$ cat src/hw/rtl/gic_pkg.sv
`timescale 1ns / 1ps
// ----------------------------------------------------------------------------
// gic_pkg
// Shared types, register indexes and the CORDIC arctangent table of the
// gamepad input conditioner.
// ----------------------------------------------------------------------------
package gic_pkg;

	// Register indexes of the configuration port.
	localparam logic [1:0] REG_STICK_DZ   = 2'd0;
	localparam logic [1:0] REG_TRIGGER_DZ = 2'd1;
	localparam logic [1:0] REG_SOURCE     = 2'd2;

	// Reset values of the configuration registers.
	localparam logic [14:0] STICK_DZ_RESET   = 15'd7209;
	localparam logic [14:0] TRIGGER_DZ_RESET = 15'd4915;

	// Shared divider geometry.
	localparam int DIV_N_W = 48;
	localparam int DIV_D_W = 32;

	// Number of vectoring CORDIC steps.
	localparam int CORD_STEPS = 20;

	// Datapath operations issued by the controller.
	typedef enum logic [4:0] {
		OP_NONE,
		OP_LOAD,
		OP_CLAMP,
		OP_SQX,
		OP_SQY,
		OP_SQRT_STEP,
		OP_CHECK,
		OP_DIVQ_LD,
		OP_QSTORE,
		OP_MULX,
		OP_MULY,
		OP_DIVD_LD,
		OP_DIRX_ST,
		OP_DIRY_ST,
		OP_CORD_INIT,
		OP_CORD_STEP,
		OP_ANG_ST,
		OP_TRG_LD,
		OP_TRG_ST,
		OP_PUBLISH
	} gic_op_t;

	typedef struct packed {
		gic_op_t op;
		logic    side;
	} gic_cmd_t;

	typedef struct packed {
		logic pad;
		logic zero;
		logic sqrt_last;
		logic cord_last;
		logic div_done;
	} gic_status_t;

	// Arctangent of 2^-i as a fraction of a full turn, 2^32 per turn.
	function automatic logic [31:0] atan_turn(input logic [4:0] i);
		logic [31:0] v;
		unique case (i)
			5'd0:  v = 32'd536870912;
			5'd1:  v = 32'd316933406;
			5'd2:  v = 32'd167458907;
			5'd3:  v = 32'd85004756;
			5'd4:  v = 32'd42667331;
			5'd5:  v = 32'd21354465;
			5'd6:  v = 32'd10679838;
			5'd7:  v = 32'd5340245;
			5'd8:  v = 32'd2670163;
			5'd9:  v = 32'd1335087;
			5'd10: v = 32'd667544;
			5'd11: v = 32'd333772;
			5'd12: v = 32'd166886;
			5'd13: v = 32'd83443;
			5'd14: v = 32'd41722;
			5'd15: v = 32'd20861;
			5'd16: v = 32'd10430;
			5'd17: v = 32'd5215;
			5'd18: v = 32'd2608;
			5'd19: v = 32'd1304;
			default: v = 32'd0;
		endcase
		return v;
	endfunction

endpackage

$ cat src/hw/rtl/gic_div.sv
`timescale 1ns / 1ps
// ----------------------------------------------------------------------------
// gic_div
// Restoring unsigned divider, one quotient bit per cycle.
// ----------------------------------------------------------------------------
module gic_div (
	input  logic                         clk,
	input  logic                         arst_n,
	input  logic                         start,
	input  logic [gic_pkg::DIV_N_W-1:0]  dividend,
	input  logic [gic_pkg::DIV_D_W-1:0]  divisor,
	output logic [gic_pkg::DIV_N_W-1:0]  quot,
	output logic                         done
);

	localparam int CNT_W = $clog2(gic_pkg::DIV_N_W + 1);

	logic [gic_pkg::DIV_D_W-1:0] rem_q;
	logic [gic_pkg::DIV_D_W-1:0] den_q;
	logic [gic_pkg::DIV_N_W-1:0] quo_q;
	logic [CNT_W-1:0]            cnt_q;
	logic                        busy_q;
	logic                        done_q;
	logic [gic_pkg::DIV_D_W:0]   trial;
	logic                        fits;

	// Shift in the next dividend bit and try the subtraction.
	assign trial = {rem_q, quo_q[gic_pkg::DIV_N_W-1]};
	assign fits  = trial >= {1'b0, den_q};

	// Control of the iteration.
	always_ff @(posedge clk or negedge arst_n) begin
		if (!arst_n) begin
			busy_q <= 1'b0;
			done_q <= 1'b0;
			cnt_q  <= '0;
		end else begin
			done_q <= 1'b0;
			if (start) begin
				busy_q <= 1'b1;
				cnt_q  <= CNT_W'(gic_pkg::DIV_N_W);
			end else if (busy_q) begin
				cnt_q <= cnt_q - 1'b1;
				if (cnt_q == CNT_W'(1)) begin
					busy_q <= 1'b0;
					done_q <= 1'b1;
				end
			end
		end
	end

	// Remainder and quotient registers.
	always_ff @(posedge clk) begin
		if (start) begin
			rem_q <= '0;
			den_q <= divisor;
			quo_q <= dividend;
		end else if (busy_q) begin
			rem_q <= fits ? gic_pkg::DIV_D_W'(trial - {1'b0, den_q})
			              : trial[gic_pkg::DIV_D_W-1:0];
			quo_q <= {quo_q[gic_pkg::DIV_N_W-2:0], fits};
		end
	end

	assign quot = quo_q;
	assign done = done_q;

	done_not_busy: assert property (@(posedge clk) disable iff (!arst_n)
		done_q |-> !busy_q)
		else $error("divider reports done while still iterating");

	start_reload: assert property (@(posedge clk) disable iff (!arst_n)
		start |=> (busy_q && cnt_q == CNT_W'(gic_pkg::DIV_N_W)))
		else $error("divider did not load its step count");

	finish_count: assert property (@(posedge clk) disable iff (!arst_n)
		$fell(busy_q) |-> (done_q && cnt_q == '0))
		else $error("divider stopped before the last step");

endmodule

$ cat src/hw/rtl/gic_datapath.sv
`timescale 1ns / 1ps
// ----------------------------------------------------------------------------
// gic_datapath
// Sample registers, square root, deadzone arithmetic, shared divider,
// CORDIC and the result registers of the gamepad input conditioner.
// ----------------------------------------------------------------------------
module gic_datapath (
	input  logic                clk,
	input  logic                arst_n,
	input  gic_pkg::gic_cmd_t   cmd,
	output gic_pkg::gic_status_t status,
	input  logic [14:0]         stick_dz,
	input  logic [14:0]         trigger_dz,
	input  logic                mode,
	input  logic signed [15:0]  left_x_raw,
	input  logic signed [15:0]  left_y_raw,
	input  logic signed [15:0]  right_x_raw,
	input  logic signed [15:0]  right_y_raw,
	input  logic [14:0]         left_trigger_raw,
	input  logic [14:0]         right_trigger_raw,
	input  logic [14:0]         button_mask,
	input  logic                pad_present,
	output logic signed [15:0]  left_dir_x,
	output logic signed [15:0]  left_dir_y,
	output logic [15:0]         left_magnitude,
	output logic signed [15:0]  left_angle,
	output logic signed [15:0]  right_dir_x,
	output logic signed [15:0]  right_dir_y,
	output logic [15:0]         right_magnitude,
	output logic signed [15:0]  right_angle,
	output logic [15:0]         left_trigger_level,
	output logic [15:0]         right_trigger_level,
	output logic [14:0]         pressed_edges,
	output logic [14:0]         released_edges
);

	localparam int IDX_W = $clog2(gic_pkg::CORD_STEPS);

	// Captured sample.
	logic signed [15:0] lx_q, ly_q, rx_q, ry_q;
	logic [14:0]        lt_q, rt_q;
	logic [14:0]        cur_q;
	logic [14:0]        prev_q;
	logic               pad_q;

	// Working registers.
	logic signed [15:0] nx_q, ny_q;
	logic [30:0]        s_q;
	logic [61:0]        rem_q, r_q, b_q;
	logic               zero_q;
	logic [15:0]        q_q;
	logic [30:0]        prod_q;
	logic signed [35:0] cx_q, cy_q;
	logic [31:0]        cz_q;
	logic [IDX_W-1:0]   ci_q;

	// Staged results, one entry per side.
	logic signed [15:0] res_dx_q [2];
	logic signed [15:0] res_dy_q [2];
	logic [15:0]        res_mag_q [2];
	logic signed [15:0] res_ang_q [2];
	logic [15:0]        res_tr_q [2];

	// Divider interface.
	logic                        div_start;
	logic [gic_pkg::DIV_N_W-1:0] div_num;
	logic [gic_pkg::DIV_D_W-1:0] div_den;
	logic [gic_pkg::DIV_N_W-1:0] div_quot;
	logic                        div_done;

	// Clamp a widened axis value to plus or minus full scale.
	function automatic logic signed [15:0] clamp_axis(input logic signed [16:0] v);
		logic signed [15:0] o;
		if (v > 17'sd32767) begin
			o = 16'sd32767;
		end else if (v < -17'sd32767) begin
			o = -16'sd32767;
		end else begin
			o = v[15:0];
		end
		return o;
	endfunction

	// Side selection and axis clamp, Y negated in the alternate mode.
	logic signed [15:0] sel_x, sel_y;
	logic signed [16:0] wide_y;
	logic [14:0]        ax, ay;

	assign sel_x  = cmd.side ? rx_q : lx_q;
	assign sel_y  = cmd.side ? ry_q : ly_q;
	assign wide_y = mode ? -{sel_y[15], sel_y} : {sel_y[15], sel_y};
	assign ax     = nx_q[15] ? 15'(-nx_q) : nx_q[14:0];
	assign ay     = ny_q[15] ? 15'(-ny_q) : ny_q[14:0];

	// Square root step.
	logic [61:0] rb;
	assign rb = r_q + b_q;

	// Deadzone threshold and rescale divisor for the sticks.
	logic [29:0] k_stick;
	logic [15:0] dzc;
	logic [30:0] den_stick;
	logic [30:0] r_minus_k;

	assign k_stick   = {stick_dz, 15'd0} - {15'd0, stick_dz};
	assign dzc       = 16'h8000 - {1'b0, stick_dz};
	assign den_stick = {dzc, 15'd0} - {15'd0, dzc};
	assign r_minus_k = r_q[30:0] - {1'b0, k_stick};

	// Trigger deadzone terms.
	logic [14:0] trg_raw, trg_full, trg_clamp;
	logic [29:0] trg_a, trg_b;
	logic [15:0] tzc;
	logic [30:0] trg_den;
	logic [29:0] trg_diff;

	assign trg_raw   = cmd.side ? rt_q : lt_q;
	assign trg_full  = mode ? 15'd255 : 15'd32767;
	assign trg_clamp = (trg_raw > trg_full) ? trg_full : trg_raw;
	assign trg_a     = {trg_clamp, 15'd0};
	assign trg_b     = mode ? {7'd0, {trigger_dz, 8'd0} - {8'd0, trigger_dz}}
	                        : {trigger_dz, 15'd0} - {15'd0, trigger_dz};
	assign tzc       = 16'h8000 - {1'b0, trigger_dz};
	assign trg_den   = mode ? {7'd0, {tzc, 8'd0} - {8'd0, tzc}}
	                        : {tzc, 15'd0} - {15'd0, tzc};
	assign trg_diff  = trg_a - trg_b;

	// CORDIC step terms.
	logic signed [35:0] cdx, cdy;
	logic signed [35:0] cx0, cy0;

	assign cdx = cy_q >>> ci_q;
	assign cdy = cx_q >>> ci_q;
	assign cx0 = {{4{nx_q[15]}}, nx_q, 16'd0};
	assign cy0 = {{4{ny_q[15]}}, ny_q, 16'd0};

	// Saturated quotient forms.
	logic [15:0] quot_q1;
	logic [14:0] quot_dir;
	logic [15:0] dir_val;
	logic        dir_neg;
	logic [31:0] z_round;

	assign quot_q1  = (div_quot > 48'd32768) ? 16'h8000 : div_quot[15:0];
	assign quot_dir = (div_quot > 48'd32767) ? 15'h7fff : div_quot[14:0];
	assign dir_neg  = (cmd.op == gic_pkg::OP_DIRX_ST) ? nx_q[15] : ny_q[15];
	assign dir_val  = dir_neg ? 16'(-{1'b0, quot_dir}) : {1'b0, quot_dir};
	assign z_round  = cz_q + 32'h8000;

	// Divider operands by operation.
	always_comb begin
		div_start = 1'b0;
		div_num   = '0;
		div_den   = '0;
		unique case (cmd.op)
			gic_pkg::OP_DIVQ_LD: begin
				div_start = 1'b1;
				div_num   = {2'd0, r_minus_k, 15'd0} + {18'd0, den_stick[30:1]};
				div_den   = {1'b0, den_stick};
			end
			gic_pkg::OP_DIVD_LD: begin
				div_start = 1'b1;
				div_num   = {2'd0, prod_q, 15'd0} + {18'd0, r_q[30:1]};
				div_den   = {1'b0, r_q[30:0]};
			end
			gic_pkg::OP_TRG_LD: begin
				div_start = 1'b1;
				div_num   = {3'd0, trg_diff, 15'd0} + {18'd0, trg_den[30:1]};
				div_den   = {1'b0, trg_den};
			end
			default: begin
			end
		endcase
	end

	gic_div u_div (
		.clk      (clk),
		.arst_n   (arst_n),
		.start    (div_start),
		.dividend (div_num),
		.divisor  (div_den),
		.quot     (div_quot),
		.done     (div_done)
	);

	// Previous button mask.
	always_ff @(posedge clk or negedge arst_n) begin
		if (!arst_n) begin
			prev_q <= '0;
		end else if (cmd.op == gic_pkg::OP_PUBLISH) begin
			prev_q <= cur_q;
		end
	end

	// Working and result registers.
	always_ff @(posedge clk) begin
		unique case (cmd.op)
			gic_pkg::OP_LOAD: begin
				lx_q  <= left_x_raw;
				ly_q  <= left_y_raw;
				rx_q  <= right_x_raw;
				ry_q  <= right_y_raw;
				lt_q  <= left_trigger_raw;
				rt_q  <= right_trigger_raw;
				pad_q <= pad_present;
				cur_q <= pad_present ? button_mask : 15'd0;
				for (int i = 0; i < 2; i++) begin
					res_dx_q[i]  <= '0;
					res_dy_q[i]  <= '0;
					res_mag_q[i] <= '0;
					res_ang_q[i] <= '0;
					res_tr_q[i]  <= '0;
				end
			end
			gic_pkg::OP_CLAMP: begin
				nx_q <= clamp_axis({sel_x[15], sel_x});
				ny_q <= clamp_axis(wide_y);
			end
			gic_pkg::OP_SQX: begin
				s_q <= 31'(ax) * 31'(ax);
			end
			gic_pkg::OP_SQY: begin
				s_q   <= s_q + 31'(ay) * 31'(ay);
				rem_q <= {1'b0, s_q + 31'(ay) * 31'(ay), 30'd0};
				r_q   <= '0;
				b_q   <= 62'd1 << 60;
			end
			gic_pkg::OP_SQRT_STEP: begin
				if (rem_q >= rb) begin
					rem_q <= rem_q - rb;
					r_q   <= (r_q >> 1) + b_q;
				end else begin
					r_q <= r_q >> 1;
				end
				b_q <= b_q >> 2;
			end
			gic_pkg::OP_CHECK: begin
				zero_q <= (s_q == '0) || (r_q < {32'd0, k_stick});
			end
			gic_pkg::OP_QSTORE: begin
				q_q                 <= quot_q1;
				res_mag_q[cmd.side] <= quot_q1;
			end
			gic_pkg::OP_MULX: begin
				prod_q <= ax * q_q;
			end
			gic_pkg::OP_MULY: begin
				prod_q <= ay * q_q;
			end
			gic_pkg::OP_DIRX_ST: begin
				res_dx_q[cmd.side] <= dir_val;
			end
			gic_pkg::OP_DIRY_ST: begin
				res_dy_q[cmd.side] <= dir_val;
			end
			gic_pkg::OP_CORD_INIT: begin
				ci_q <= '0;
				if (nx_q[15]) begin
					cx_q <= -cx0;
					cy_q <= -cy0;
					cz_q <= 32'h8000_0000;
				end else begin
					cx_q <= cx0;
					cy_q <= cy0;
					cz_q <= '0;
				end
			end
			gic_pkg::OP_CORD_STEP: begin
				if (!cy_q[35]) begin
					cx_q <= cx_q + cdx;
					cy_q <= cy_q - cdy;
					cz_q <= cz_q + gic_pkg::atan_turn(5'(ci_q));
				end else begin
					cx_q <= cx_q - cdx;
					cy_q <= cy_q + cdy;
					cz_q <= cz_q - gic_pkg::atan_turn(5'(ci_q));
				end
				ci_q <= ci_q + 1'b1;
			end
			gic_pkg::OP_ANG_ST: begin
				res_ang_q[cmd.side] <= z_round[31:16];
			end
			gic_pkg::OP_TRG_LD: begin
				zero_q <= trg_a < trg_b;
			end
			gic_pkg::OP_TRG_ST: begin
				res_tr_q[cmd.side] <= zero_q ? 16'd0 : quot_q1;
			end
			gic_pkg::OP_PUBLISH: begin
				left_dir_x          <= res_dx_q[0];
				left_dir_y          <= res_dy_q[0];
				left_magnitude      <= res_mag_q[0];
				left_angle          <= res_ang_q[0];
				right_dir_x         <= res_dx_q[1];
				right_dir_y         <= res_dy_q[1];
				right_magnitude     <= res_mag_q[1];
				right_angle         <= res_ang_q[1];
				left_trigger_level  <= res_tr_q[0];
				right_trigger_level <= res_tr_q[1];
				pressed_edges       <= cur_q & ~prev_q;
				released_edges      <= prev_q & ~cur_q;
			end
			default: begin
			end
		endcase
	end

	// Status back to the controller.
	assign status.pad       = pad_q;
	assign status.zero      = zero_q;
	assign status.sqrt_last = b_q[0];
	assign status.cord_last = ci_q == IDX_W'(gic_pkg::CORD_STEPS - 1);
	assign status.div_done  = div_done;

endmodule

$ cat src/hw/rtl/gic_ctrl.sv
`timescale 1ns / 1ps
// ----------------------------------------------------------------------------
// gic_ctrl
// Sequencer of the gamepad input conditioner: steps the datapath through both
// sticks and both triggers when the pad is present and owns the handshakes.
// ----------------------------------------------------------------------------
module gic_ctrl (
	input  logic                 clk,
	input  logic                 arst_n,
	input  logic                 in_valid,
	output logic                 in_stall,
	output logic                 out_valid,
	input  logic                 out_stall,
	input  gic_pkg::gic_status_t status,
	output gic_pkg::gic_cmd_t    cmd
);

	typedef enum logic [4:0] {
		ST_IDLE,
		ST_ROUTE,
		ST_CLAMP,
		ST_SQX,
		ST_SQY,
		ST_SQRT,
		ST_CHECK,
		ST_BRANCH,
		ST_DIVQ_LD,
		ST_DIVQ_W,
		ST_QSTORE,
		ST_MULX,
		ST_DIVX_LD,
		ST_DIVX_W,
		ST_DIRX_ST,
		ST_MULY,
		ST_DIVY_LD,
		ST_DIVY_W,
		ST_DIRY_ST,
		ST_CORD_INIT,
		ST_CORD,
		ST_ANG_ST,
		ST_TRG_LD,
		ST_TRG_W,
		ST_TRG_ST,
		ST_OUT
	} state_t;

	state_t state_q;
	logic   side_q;
	logic   out_valid_q;
	logic   publish;

	assign publish = (state_q == ST_OUT) && (!out_valid_q || !out_stall);

	// Operation decode from the current state.
	always_comb begin
		cmd.side = side_q;
		unique case (state_q)
			ST_IDLE:      cmd.op = in_valid ? gic_pkg::OP_LOAD : gic_pkg::OP_NONE;
			ST_CLAMP:     cmd.op = gic_pkg::OP_CLAMP;
			ST_SQX:       cmd.op = gic_pkg::OP_SQX;
			ST_SQY:       cmd.op = gic_pkg::OP_SQY;
			ST_SQRT:      cmd.op = gic_pkg::OP_SQRT_STEP;
			ST_CHECK:     cmd.op = gic_pkg::OP_CHECK;
			ST_DIVQ_LD:   cmd.op = gic_pkg::OP_DIVQ_LD;
			ST_QSTORE:    cmd.op = gic_pkg::OP_QSTORE;
			ST_MULX:      cmd.op = gic_pkg::OP_MULX;
			ST_DIVX_LD:   cmd.op = gic_pkg::OP_DIVD_LD;
			ST_DIRX_ST:   cmd.op = gic_pkg::OP_DIRX_ST;
			ST_MULY:      cmd.op = gic_pkg::OP_MULY;
			ST_DIVY_LD:   cmd.op = gic_pkg::OP_DIVD_LD;
			ST_DIRY_ST:   cmd.op = gic_pkg::OP_DIRY_ST;
			ST_CORD_INIT: cmd.op = gic_pkg::OP_CORD_INIT;
			ST_CORD:      cmd.op = gic_pkg::OP_CORD_STEP;
			ST_ANG_ST:    cmd.op = gic_pkg::OP_ANG_ST;
			ST_TRG_LD:    cmd.op = gic_pkg::OP_TRG_LD;
			ST_TRG_ST:    cmd.op = gic_pkg::OP_TRG_ST;
			ST_OUT:       cmd.op = publish ? gic_pkg::OP_PUBLISH : gic_pkg::OP_NONE;
			default:      cmd.op = gic_pkg::OP_NONE;
		endcase
	end

	// State, side and output valid.
	always_ff @(posedge clk or negedge arst_n) begin
		if (!arst_n) begin
			state_q     <= ST_IDLE;
			side_q      <= 1'b0;
			out_valid_q <= 1'b0;
		end else begin
			if (publish) begin
				out_valid_q <= 1'b1;
			end else if (!out_stall) begin
				out_valid_q <= 1'b0;
			end
			unique case (state_q)
				ST_IDLE: begin
					side_q <= 1'b0;
					if (in_valid) begin
						state_q <= ST_ROUTE;
					end
				end
				ST_ROUTE:   state_q <= status.pad ? ST_CLAMP : ST_OUT;
				ST_CLAMP:   state_q <= ST_SQX;
				ST_SQX:     state_q <= ST_SQY;
				ST_SQY:     state_q <= ST_SQRT;
				ST_SQRT: begin
					if (status.sqrt_last) begin
						state_q <= ST_CHECK;
					end
				end
				ST_CHECK:   state_q <= ST_BRANCH;
				ST_BRANCH: begin
					// A stick inside the deadzone keeps its cleared results.
					if (!status.zero) begin
						state_q <= ST_DIVQ_LD;
					end else if (side_q) begin
						side_q  <= 1'b0;
						state_q <= ST_TRG_LD;
					end else begin
						side_q  <= 1'b1;
						state_q <= ST_CLAMP;
					end
				end
				ST_DIVQ_LD: state_q <= ST_DIVQ_W;
				ST_DIVQ_W: begin
					if (status.div_done) begin
						state_q <= ST_QSTORE;
					end
				end
				ST_QSTORE:  state_q <= ST_MULX;
				ST_MULX:    state_q <= ST_DIVX_LD;
				ST_DIVX_LD: state_q <= ST_DIVX_W;
				ST_DIVX_W: begin
					if (status.div_done) begin
						state_q <= ST_DIRX_ST;
					end
				end
				ST_DIRX_ST: state_q <= ST_MULY;
				ST_MULY:    state_q <= ST_DIVY_LD;
				ST_DIVY_LD: state_q <= ST_DIVY_W;
				ST_DIVY_W: begin
					if (status.div_done) begin
						state_q <= ST_DIRY_ST;
					end
				end
				ST_DIRY_ST:   state_q <= ST_CORD_INIT;
				ST_CORD_INIT: state_q <= ST_CORD;
				ST_CORD: begin
					if (status.cord_last) begin
						state_q <= ST_ANG_ST;
					end
				end
				ST_ANG_ST: begin
					if (side_q) begin
						side_q  <= 1'b0;
						state_q <= ST_TRG_LD;
					end else begin
						side_q  <= 1'b1;
						state_q <= ST_CLAMP;
					end
				end
				ST_TRG_LD: state_q <= ST_TRG_W;
				ST_TRG_W: begin
					if (status.div_done) begin
						state_q <= ST_TRG_ST;
					end
				end
				ST_TRG_ST: begin
					if (side_q) begin
						side_q  <= 1'b0;
						state_q <= ST_OUT;
					end else begin
						side_q  <= 1'b1;
						state_q <= ST_TRG_LD;
					end
				end
				ST_OUT: begin
					if (publish) begin
						state_q <= ST_IDLE;
					end
				end
				default: state_q <= ST_IDLE;
			endcase
		end
	end

	assign in_stall  = state_q != ST_IDLE;
	assign out_valid = out_valid_q;

	publish_free: assert property (@(posedge clk) disable iff (!arst_n)
		cmd.op == gic_pkg::OP_PUBLISH |-> (!out_valid_q || !out_stall))
		else $error("result published over one still waiting");

	valid_from_publish: assert property (@(posedge clk) disable iff (!arst_n)
		$rose(out_valid_q) |-> $past(state_q == ST_OUT))
		else $error("result valid raised outside the output state");

	load_only_idle: assert property (@(posedge clk) disable iff (!arst_n)
		cmd.op == gic_pkg::OP_LOAD |=> state_q == ST_ROUTE)
		else $error("sample load did not start a conditioning pass");

endmodule

$ cat src/hw/rtl/gamepad_input_conditioner.sv
`timescale 1ns / 1ps
// With the pad present, a sample runs through the 31-step square root of each stick,
// the shared 48-step divider (up to eight divisions per sample) and the 20-step CORDIC
// of each stick outside the deadzone.
// Throughput: one sample per pass; the next request is taken once the result is
// in the output register. Reset clears the sequencer, the output valid and the
// held button mask, and loads the deadzone and mode registers with their defaults.
// ----------------------------------------------------------------------------
// gamepad_input_conditioner
// Scaled radial deadzone for two sticks, linear deadzone for two triggers and
// button edge detection, with an APB-style register port.
// ----------------------------------------------------------------------------
module gamepad_input_conditioner (
	input  logic               clk,
	input  logic               arst_n,
	input  logic               psel,
	input  logic               penable,
	input  logic               pwrite,
	input  logic [3:0]         paddr,
	input  logic [31:0]        pwdata,
	output logic [31:0]        prdata,
	output logic               pready,
	input  logic               in_valid,
	output logic               in_stall,
	input  logic signed [15:0] left_x_raw,
	input  logic signed [15:0] left_y_raw,
	input  logic signed [15:0] right_x_raw,
	input  logic signed [15:0] right_y_raw,
	input  logic [14:0]        left_trigger_raw,
	input  logic [14:0]        right_trigger_raw,
	input  logic [14:0]        button_mask,
	input  logic               pad_present,
	output logic               out_valid,
	input  logic               out_stall,
	output logic signed [15:0] left_dir_x,
	output logic signed [15:0] left_dir_y,
	output logic [15:0]        left_magnitude,
	output logic signed [15:0] left_angle,
	output logic signed [15:0] right_dir_x,
	output logic signed [15:0] right_dir_y,
	output logic [15:0]        right_magnitude,
	output logic signed [15:0] right_angle,
	output logic [15:0]        left_trigger_level,
	output logic [15:0]        right_trigger_level,
	output logic [14:0]        pressed_edges,
	output logic [14:0]        released_edges
);

	logic [14:0]          stick_dz_q;
	logic [14:0]          trigger_dz_q;
	logic                 mode_q;
	logic                 wr_en;
	gic_pkg::gic_cmd_t    cmd;
	gic_pkg::gic_status_t status;

	// Register writes complete in the access phase.
	assign pready = 1'b1;
	assign wr_en  = psel && penable && pwrite;

	always_ff @(posedge clk or negedge arst_n) begin
		if (!arst_n) begin
			stick_dz_q   <= gic_pkg::STICK_DZ_RESET;
			trigger_dz_q <= gic_pkg::TRIGGER_DZ_RESET;
			mode_q       <= 1'b0;
		end else if (wr_en) begin
			unique case (paddr[3:2])
				gic_pkg::REG_STICK_DZ:   stick_dz_q   <= pwdata[14:0];
				gic_pkg::REG_TRIGGER_DZ: trigger_dz_q <= pwdata[14:0];
				gic_pkg::REG_SOURCE:     mode_q       <= pwdata[0];
				default: begin
				end
			endcase
		end
	end

	// Register read back.
	always_comb begin
		unique case (paddr[3:2])
			gic_pkg::REG_STICK_DZ:   prdata = {17'd0, stick_dz_q};
			gic_pkg::REG_TRIGGER_DZ: prdata = {17'd0, trigger_dz_q};
			gic_pkg::REG_SOURCE:     prdata = {31'd0, mode_q};
			default:                 prdata = 32'd0;
		endcase
	end

	gic_ctrl u_ctrl (
		.clk       (clk),
		.arst_n    (arst_n),
		.in_valid  (in_valid),
		.in_stall  (in_stall),
		.out_valid (out_valid),
		.out_stall (out_stall),
		.status    (status),
		.cmd       (cmd)
	);

	gic_datapath u_datapath (
		.clk                 (clk),
		.arst_n              (arst_n),
		.cmd                 (cmd),
		.status              (status),
		.stick_dz            (stick_dz_q),
		.trigger_dz          (trigger_dz_q),
		.mode                (mode_q),
		.left_x_raw          (left_x_raw),
		.left_y_raw          (left_y_raw),
		.right_x_raw         (right_x_raw),
		.right_y_raw         (right_y_raw),
		.left_trigger_raw    (left_trigger_raw),
		.right_trigger_raw   (right_trigger_raw),
		.button_mask         (button_mask),
		.pad_present         (pad_present),
		.left_dir_x          (left_dir_x),
		.left_dir_y          (left_dir_y),
		.left_magnitude      (left_magnitude),
		.left_angle          (left_angle),
		.right_dir_x         (right_dir_x),
		.right_dir_y         (right_dir_y),
		.right_magnitude     (right_magnitude),
		.right_angle         (right_angle),
		.left_trigger_level  (left_trigger_level),
		.right_trigger_level (right_trigger_level),
		.pressed_edges       (pressed_edges),
		.released_edges      (released_edges)
	);

endmodule
$ cat config.mk
export PLATFORM = sky130hd
export DESIGN_NAME = gamepad_input_conditioner
export DESIGN_NICKNAME = d
export VERILOG_FILES = /design/src/hw/rtl/gic_pkg.sv /design/src/hw/rtl/gic_div.sv /design/src/hw/rtl/gic_datapath.sv /design/src/hw/rtl/gic_ctrl.sv /design/src/hw/rtl/gamepad_input_conditioner.sv
export SDC_FILE = /design/constraint.sdc
export NUM_CORES = 2
export LEC_CHECK = 0
export BUFFER_PORTS_ARGS = -buffer_cell sky130_fd_sc_hd__clkbuf_2
export CAP_MARGIN = 20
export CELL_PAD_IN_SITES_DETAIL_PLACEMENT = 0
export CELL_PAD_IN_SITES_GLOBAL_PLACEMENT = 1
export CORE_AREA = 2 2 446 448
export DETAILED_ROUTE_END_ITERATION = 16
export DIE_AREA = 0 0 448 450
export PLACE_DENSITY = 0.8
export SLEW_MARGIN = 20
export SYNTH_ARGS = -nofsm -noshare
export SYNTH_HDL_FRONTEND = slang
export SYNTH_HIERARCHICAL = 1
export SYNTH_SLANG_ARGS = --single-unit
$ cat constraint.sdc
create_clock -name clk -period 13 [get_ports clk]
set_input_delay 0 -clock clk [delete_from_list [all_inputs] [get_ports clk]]
set_output_delay 0 -clock clk [all_outputs]
set_load 0.02 [all_outputs]
Word-level counts from Yosys, hierarchy flattened
Memory sizes are Yosys's and may differ from the RTL's. A register that Yosys moved wholly into a read port is not among the register bits.
Cells that the tools add are included.
{ "totals": {"register_bits": 719, "ramBits": 160, "rom_bits": 1920, "inputBits": 153, "out_inout_bits": 225, "word_cells": 296, "memories": 7} }
{ "op_classes": {"add_sub_neg": 33, "multipliers": 4, "n_lt_le_gt_ge": 11, "n_eq_ne": 59, "shift": 2, "muxes": 104, "bitwise": 4, "n_reduce_logical": 34} }
{ "mem_list": {"columns": ["memory", "depth", "width", "rd", "rd_clocked_by_memory_dff", "wr", "line", "source"], "rows": [
  ["(name not given)", 32, 30, 1, 1, 0, "gic_pkg.sv:65", "unique case (i)"],
  ["(name not given)", 32, 30, 1, 1, 0, "gic_pkg.sv:65", null],
  ["u_datapath.res_ang_q", 2, 16, 2, 2, 2, "gic_datapath.sv:61", "logic signed [15:0] res_ang_q [2];"],
  ["u_datapath.res_dx_q", 2, 16, 2, 2, 2, "gic_datapath.sv:58", "logic signed [15:0] res_dx_q [2];"],
  ["u_datapath.res_dy_q", 2, 16, 2, 2, 2, "gic_datapath.sv:59", "logic signed [15:0] res_dy_q [2];"],
  ["u_datapath.res_mag_q", 2, 16, 2, 2, 2, "gic_datapath.sv:60", "logic [15:0] res_mag_q [2];"],
  ["+1 memories", null, null, null, null, null, null, null]
]} }
{ "op_table": {"columns": ["cell", "n"], "rows": [
  ["62-bit case mux with 2 select lines", 3],
  ["32-bit two-way mux", 7],
  ["16-bit two-way mux", 12],
  ["36-bit two-way mux", 4],
  ["36-bit case mux with 2 select lines", 2],
  ["48-bit case mux with 3 select lines", 1],
  ["5-bit case mux with 26 select lines", 1],
  ["62-bit two-way mux", 2],
  ["31-bit case mux with 2 select lines", 2],
  ["48-bit two-way mux", 2],
  ["5-bit case mux with 19 select lines", 1],
  ["46-bit by 30-bit adder with 47-bit output", 2],
  ["31-bit case mux with 3 select lines", 1],
  ["15-bit two-way mux", 6],
  ["5-bit by 4-bit == test with 1-bit output, second input constant", 16],
  ["16-bit OR reduction", 5],
  ["5-bit == test, second input constant", 15],
  ["36-bit adder", 2],
  ["32-bit negator with 36-bit output", 2],
  ["36-bit by 5-bit >>> shifter with 36-bit output", 2],
  ["36-bit subtractor", 2],
  ["5-bit two-way mux", 14],
  ["32-bit case mux with 2 select lines", 1],
  ["32-bit subtractor", 2],
  ["65 further kinds", 144]
]} }

Depth between registers and ports, before layout
{ "logic_depth": {"depth_word": 10, "ltp_mapped": 37, "depth_no_buf": 36} }

Modules after synthesis
Netlist, hierarchy kept.
{ "modules_own_cells": {"columns": ["module", "n_inst", "cells_per_inst", "area_per_inst_um2", "seq_area_each_um2"], "rows": [
  ["gic_datapath", 1, 9639, 90649.4, 26050.0],
  ["gic_div", 1, 637, 6727.7, 3243.1],
  ["gamepad_input_conditioner", 1, 124, 1620.3, 792.0],
  ["gic_ctrl", 1, 131, 987.2, 175.2]
]} }

Worst setup path after synthesis
OpenSTA, ideal clock, no wires.
{ "synth_timing": {"path_type": "register to register", "from": "register u_datapath.ny_q[0]", "to": "register u_datapath.rem_q[60], data pin", "setup_ns": 0.266, "arrival_ns": 9.234, "required_ns": 12.734, "slack_ns": 3.500, "path_stages_with_launch": 34, "path_buffers": 1, "synth_period_minus_slack_ns": 9.500, "cell_sequence": "edfxtp_1 > clkinv_1 > ha_1 > or3b_1 > or3_1 > or3_1 > or3_1 > or3_1 > nand2_1 > xor2_1 > inv_1 > clkbuf_1 > nand2_1 > fa_1 > fa_1 > inv_1 > fa_1 > fa_1 > inv_1 > fa_1 > fa_1 > inv_1 > ha_1 > a21o_1 > a21o_1 > a21oi_1 > or3b_2 > o211a_1 > o21a_1 > o21a_1 > o31a_1 > or4_1 > a21oi_1 > a21oi_1"} }
{ "synth_via": {"elab_chain_cells": 5} }
{ "synth_lines": {"columns": ["element", "line", "source"], "rows": [
  ["from (decl)", "gic_datapath.sv:47", "logic signed [15:0] nx_q, ny_q;"],
  ["from (signal assigned)", "gic_datapath.sv:217", "ny_q <= clamp_axis(wide_y);"],
  ["15-bit negator", "gic_datapath.sv:93", "assign ay = ny_q[15] ? 15'(-ny_q) : ny_q[14:0];"],
  ["15-bit two-way mux (*)", "gic_datapath.sv:93", null],
  ["15-bit by 15-bit multiplier with 30-bit output (*)", "gic_datapath.sv:224", "rem_q <= {1'b0, s_q + 31'(ay) * 31'(ay), 30'd0};"],
  ["31-bit by 30-bit adder with 31-bit output (*)", "gic_datapath.sv:224", null],
  ["62-bit case mux with 2 select lines (*)", "gic_datapath.sv:197", "unique case (cmd.op)"],
  ["to (signal assigned)", "gic_datapath.sv:224", null],
  ["to (signal assigned)", "gic_datapath.sv:230", "rem_q <= rem_q - rb;"],
  ["to (decl)", "gic_datapath.sv:49", "logic [61:0] rem_q, r_q, b_q;"]
]} }
Mark *: on every way between the ends. The rest lies on a longest branch, timed or not.
A chain may end at the register's enable or synchronous reset.

Worst setup path in the final report
{ "layout_timing": {"from": "register u_datapath.ny_q[0]", "to": "register u_datapath.rem_q[59], data pin"} }
Same word-level chain as after synthesis.

==> flow_metrics.env <==
export IMPL_grt_overflow=0
export IMPL_holdCritStartpoint="pwdata[0]"
export IMPL_place_hpwl_mm=230
export IMPL_path_buf_inv=7
export IMPL_worst_pin_slew_ns=1.24
export IMPL_via_count=79700
export IMPL_core_region_area_um2=197000
export IMPL_fin_tns_setup_ns=0
export IMPL_critPathLaunchType="flop"
export IMPL_fillerInstances=17500
export IMPL_synthesis_area_um2=100000
export IMPL_setup_violations_final=0
export IMPL_cts_hold_fix_buffers=260
export IMPL_timing_final_crit_period_ns=10.67
export IMPL_outcome="finished clean"
export IMPL_period_share_pct=82.1
export IMPL_timing_max_transition_violations_final=0
export IMPL_yosysSeqAreaShare_pct=30.3
export IMPL_multiInputGateArea_um2=63800
export IMPL_grt_antenna_before_repair=16
export IMPL_yosysWarnings=6
export IMPL_sequential_cell_area_um2=30300
export IMPL_layout_cells_most_common_list="1080 x sky130_fd_sc_hd__inv_1, 1074 x sky130_fd_sc_hd__nand2_1, 946 x sky130_fd_sc_hd__nor2_1"
export IMPL_floorplan_rows=163
export IMPL_ios=378
export IMPL_fp_dieW_um=448
export IMPL_postRouteWirelength_mm=300
export IMPL_timing_final_hold_violations=0
export IMPL_place_port_buffers=340
export IMPL_cts_tree="done"
export IMPL_drc=0
export IMPL_number_of_synthesized_flops_with_an_enable_pin=915
export IMPL_number_of_search_and_repair_iterations_in_the_first_detailed_routing_pass=6
export IMPL_ys_ff_latch=1038
export IMPL_clk_root_buffer_cell="sky130_fd_sc_hd__clkbuf_16"
export IMPL_ys_async_sr_fraction_pct=5.88
export IMPL_tritoncts_num_sinks=1038
export IMPL_htreeDepth=3
export IMPL_drv_cap=0
export IMPL_grt_max_degree=85
export IMPL_critical_path_peak_fanout=26
export IMPL_worstSetupStartpoint="u_datapath/ny_q[0]"
export IMPL_worst_path_required_ns=13.50
export IMPL_drt_iter0_markers=6112
export IMPL_chipHeight_um=450
export IMPL_skew_ns=0.0714
export IMPL_worstPathArrival_ns=11.16
export IMPL_worstReg2RegStart="u_datapath/ny_q[0]"
export IMPL_die_area_um2=202000
export IMPL_cts_root_to_sink_buffers=3
export IMPL_clock_fmax_ghz=0.0937
export IMPL_cells_resized_by_post_cts_repair=0
export IMPL_critPathTopFamily="adder cells"
export IMPL_cts_buffers=114
export IMPL_grt_pass1_vias=79700
export IMPL_floorplan_initialDensity_pct=50.9
export IMPL_synth_distinct_cells=127
export IMPL_critPathKind="reg -> reg"
export IMPL_postCtsSetupBuffers=0
export IMPL_wire_length_of_the_first_global_routing_pass_mm=464
export IMPL_gp_congestion=0.962
export IMPL_cts_reportedPaths_clkPinSlew_ns=0.06
export IMPL_final_nets=12500
export IMPL_ant_nets=0
export IMPL_average_footprint_of_a_synthesized_cell_um2=9.49
export IMPL_gr_usage_all_layers_pct=29.6
export IMPL_mostFrequentLayoutCell="sky130_fd_sc_hd__inv_1"
export IMPL_route_detailed_wl_per_inst_um=21.9
export IMPL_post_synthesis_cell_count=10500
export IMPL_cp_slowest_stage_delay_ns=0.85
export IMPL_critical_path_slowest_cell="sky130_fd_sc_hd__o41ai_1"
export IMPL_timing_slew_headroom_pct=17.5
export IMPL_setup_repair_after_global_routing_missed_its_margin="false"
export IMPL_worst_path_most_repeated_cell="sky130_fd_sc_hd__fa_1"
export IMPL_via_per_inst=5.83
export IMPL_area_growth_pct=10.8
export IMPL_synth_main_ff_cell="sky130_fd_sc_hd__edfxtp_1"
export IMPL_holdCritPathClass="in -> reg"
export IMPL_clkLatencyLatePin_ns=0.81
export IMPL_worst_setup_path_end_kind="flop"
export IMPL_final_layout_size_suffix_gt1_share_pct=9.74
metrics by stage:
step / instance area (um^2) / std cells / hold WS [ns] / util (%) / setup slack, ns
after floorplan: 100000 / 10500 / -0.296 / - / 3.50
after global placement: 104000 / 13200 / 0.176 / 53.0 / 2.47
after detailed placement: 104000 / 13200 / 0.179 / 53.0 / 2.48
after CTS: 111000 / 13700 / 0.00177 / 56.3 / 2.42
after global routing: 111000 / 13700 / 0.0406 / 56.4 / 1.88
final: 111000 / 13700 / 0.0649 / 56.4 / 2.33
registers in the layout, indices dropped and copies added, names as in the netlist, 36 cells and up, named ones only:
name	cells
u_datapath/r_q	62
u_datapath/rem_q	62
u_datapath/u_div/quot	48
u_datapath/cx_q	36
u_datapath/cy_q	36
cell families after synthesis:
group / synth area share [%]
buffers and inverters: 6.18
AOI/OAI and AO/OA: 13.3
xor gates and xnor gates: 6.60
muxes: 4.91
other: 0.0113
adders and majority gates: 23.0
DFF: 30.3
and+or+nand+nor: 15.7
worst reg2reg max path: cells and delay by family (launching register included):
family,cells,cell delay [ns]
fa+ha+maj,8,3.62
simple gates,12,3.00
buf+inv,7,1.11
compound gates,6,2.07
flops,1,0.39
xor+xnor,2,0.23
per-layer routing:
layer,vias up,wire length [um],global-route usage (%)
met5,-,48,0
met4,6,14800,13.2
met3,519,19500,3.94
met2,2679,140000,48.5
met1,39300,126000,39.1
li1,37300,-,-
cell type report:
type / count / share of cell area, %
antenna: 8 / 0.0181
clock buffer: 148 / 2.83
clock inverter: 64 / 0.640
inverter: 1099 / 3.73
multi-input combinational: 7936 / 57.6
sequential: 1038 / 27.3
tap: 2640 / 2.98
timing repair buffer: 747 / 4.90
cell usage after synthesis (19+ instances only):
cell type,n,area [um^2]
sky130_fd_sc_hd__o31ai_1,53,398
sky130_fd_sc_hd__nor3_1,158,791
sky130_fd_sc_hd__or4_1,19,143
sky130_fd_sc_hd__buf_2,29,145
sky130_fd_sc_hd__o21ai_1,22,110
sky130_fd_sc_hd__buf_1,31,116
sky130_fd_sc_hd__o22ai_1,23,144
sky130_fd_sc_hd__a311oi_1,20,175
sky130_fd_sc_hd__nor2b_1,159,995
sky130_fd_sc_hd__and3_1,55,344
sky130_fd_sc_hd__edfxtp_1,915,27500
sky130_fd_sc_hd__nand2_1,1075,4040
sky130_fd_sc_hd__nand3_1,150,751
sky130_fd_sc_hd__a22oi_1,42,315
sky130_fd_sc_hd__a31o_2,29,254
sky130_fd_sc_hd__o211ai_1,38,285
sky130_fd_sc_hd__mux2_2,121,1360
sky130_fd_sc_hd__fa_1,673,13500
sky130_fd_sc_hd__a21oi_1,551,2760
sky130_fd_sc_hd__dfxtp_1,62,1240
sky130_fd_sc_hd__inv_1,1084,4070
sky130_fd_sc_hd__o21bai_1,77,578
sky130_fd_sc_hd__or3_1,80,500
sky130_fd_sc_hd__a211oi_1,108,811
sky130_fd_sc_hd__o21ai_0,446,2230
sky130_fd_sc_hd__xnor2_1,435,3810
sky130_fd_sc_hd__or2_2,33,206
sky130_fd_sc_hd__and2_1,295,1850
sky130_fd_sc_hd__a21boi_0,21,158
sky130_fd_sc_hd__clkbuf_1,365,1370
sky130_fd_sc_hd__mux2i_1,119,1190
sky130_fd_sc_hd__a211o_1,20,175
sky130_fd_sc_hd__a21o_1,225,1690
sky130_fd_sc_hd__nor4_1,66,413
sky130_fd_sc_hd__and4_1,21,184
sky130_fd_sc_hd__nand2b_1,104,651
sky130_fd_sc_hd__buf_4,36,270
sky130_fd_sc_hd__ha_1,763,9550
sky130_fd_sc_hd__dfrtp_1,48,1200
sky130_fd_sc_hd__mux4_2,96,2160
sky130_fd_sc_hd__nor2_1,949,3560
sky130_fd_sc_hd__nand4_1,73,457
sky130_fd_sc_hd__o21a_1,65,488
sky130_fd_sc_hd__a31oi_1,106,663
sky130_fd_sc_hd__xor2_1,310,2720
path summary, 6_finish.rpt:
check | to | cells past startpoint | slack, ns
min in group asynchronous | stick_dz_q[8] | 4 | 0.49
min | stick_dz_q[0] | 3 | 0.06
min reg2reg | u_datapath/left_dir_y[9] | 0 | 0.41
max | u_datapath/rem_q[59] | 35 | 2.33
max reg2reg | u_datapath/rem_q[59] | 35 | 2.33
max in group asynchronous | u_ctrl/side_q | 4 | 11.72
Power is left out: the tool's default activity adds up to more than one toggle a clock period on the data nets, which glitch-free logic cannot reach.
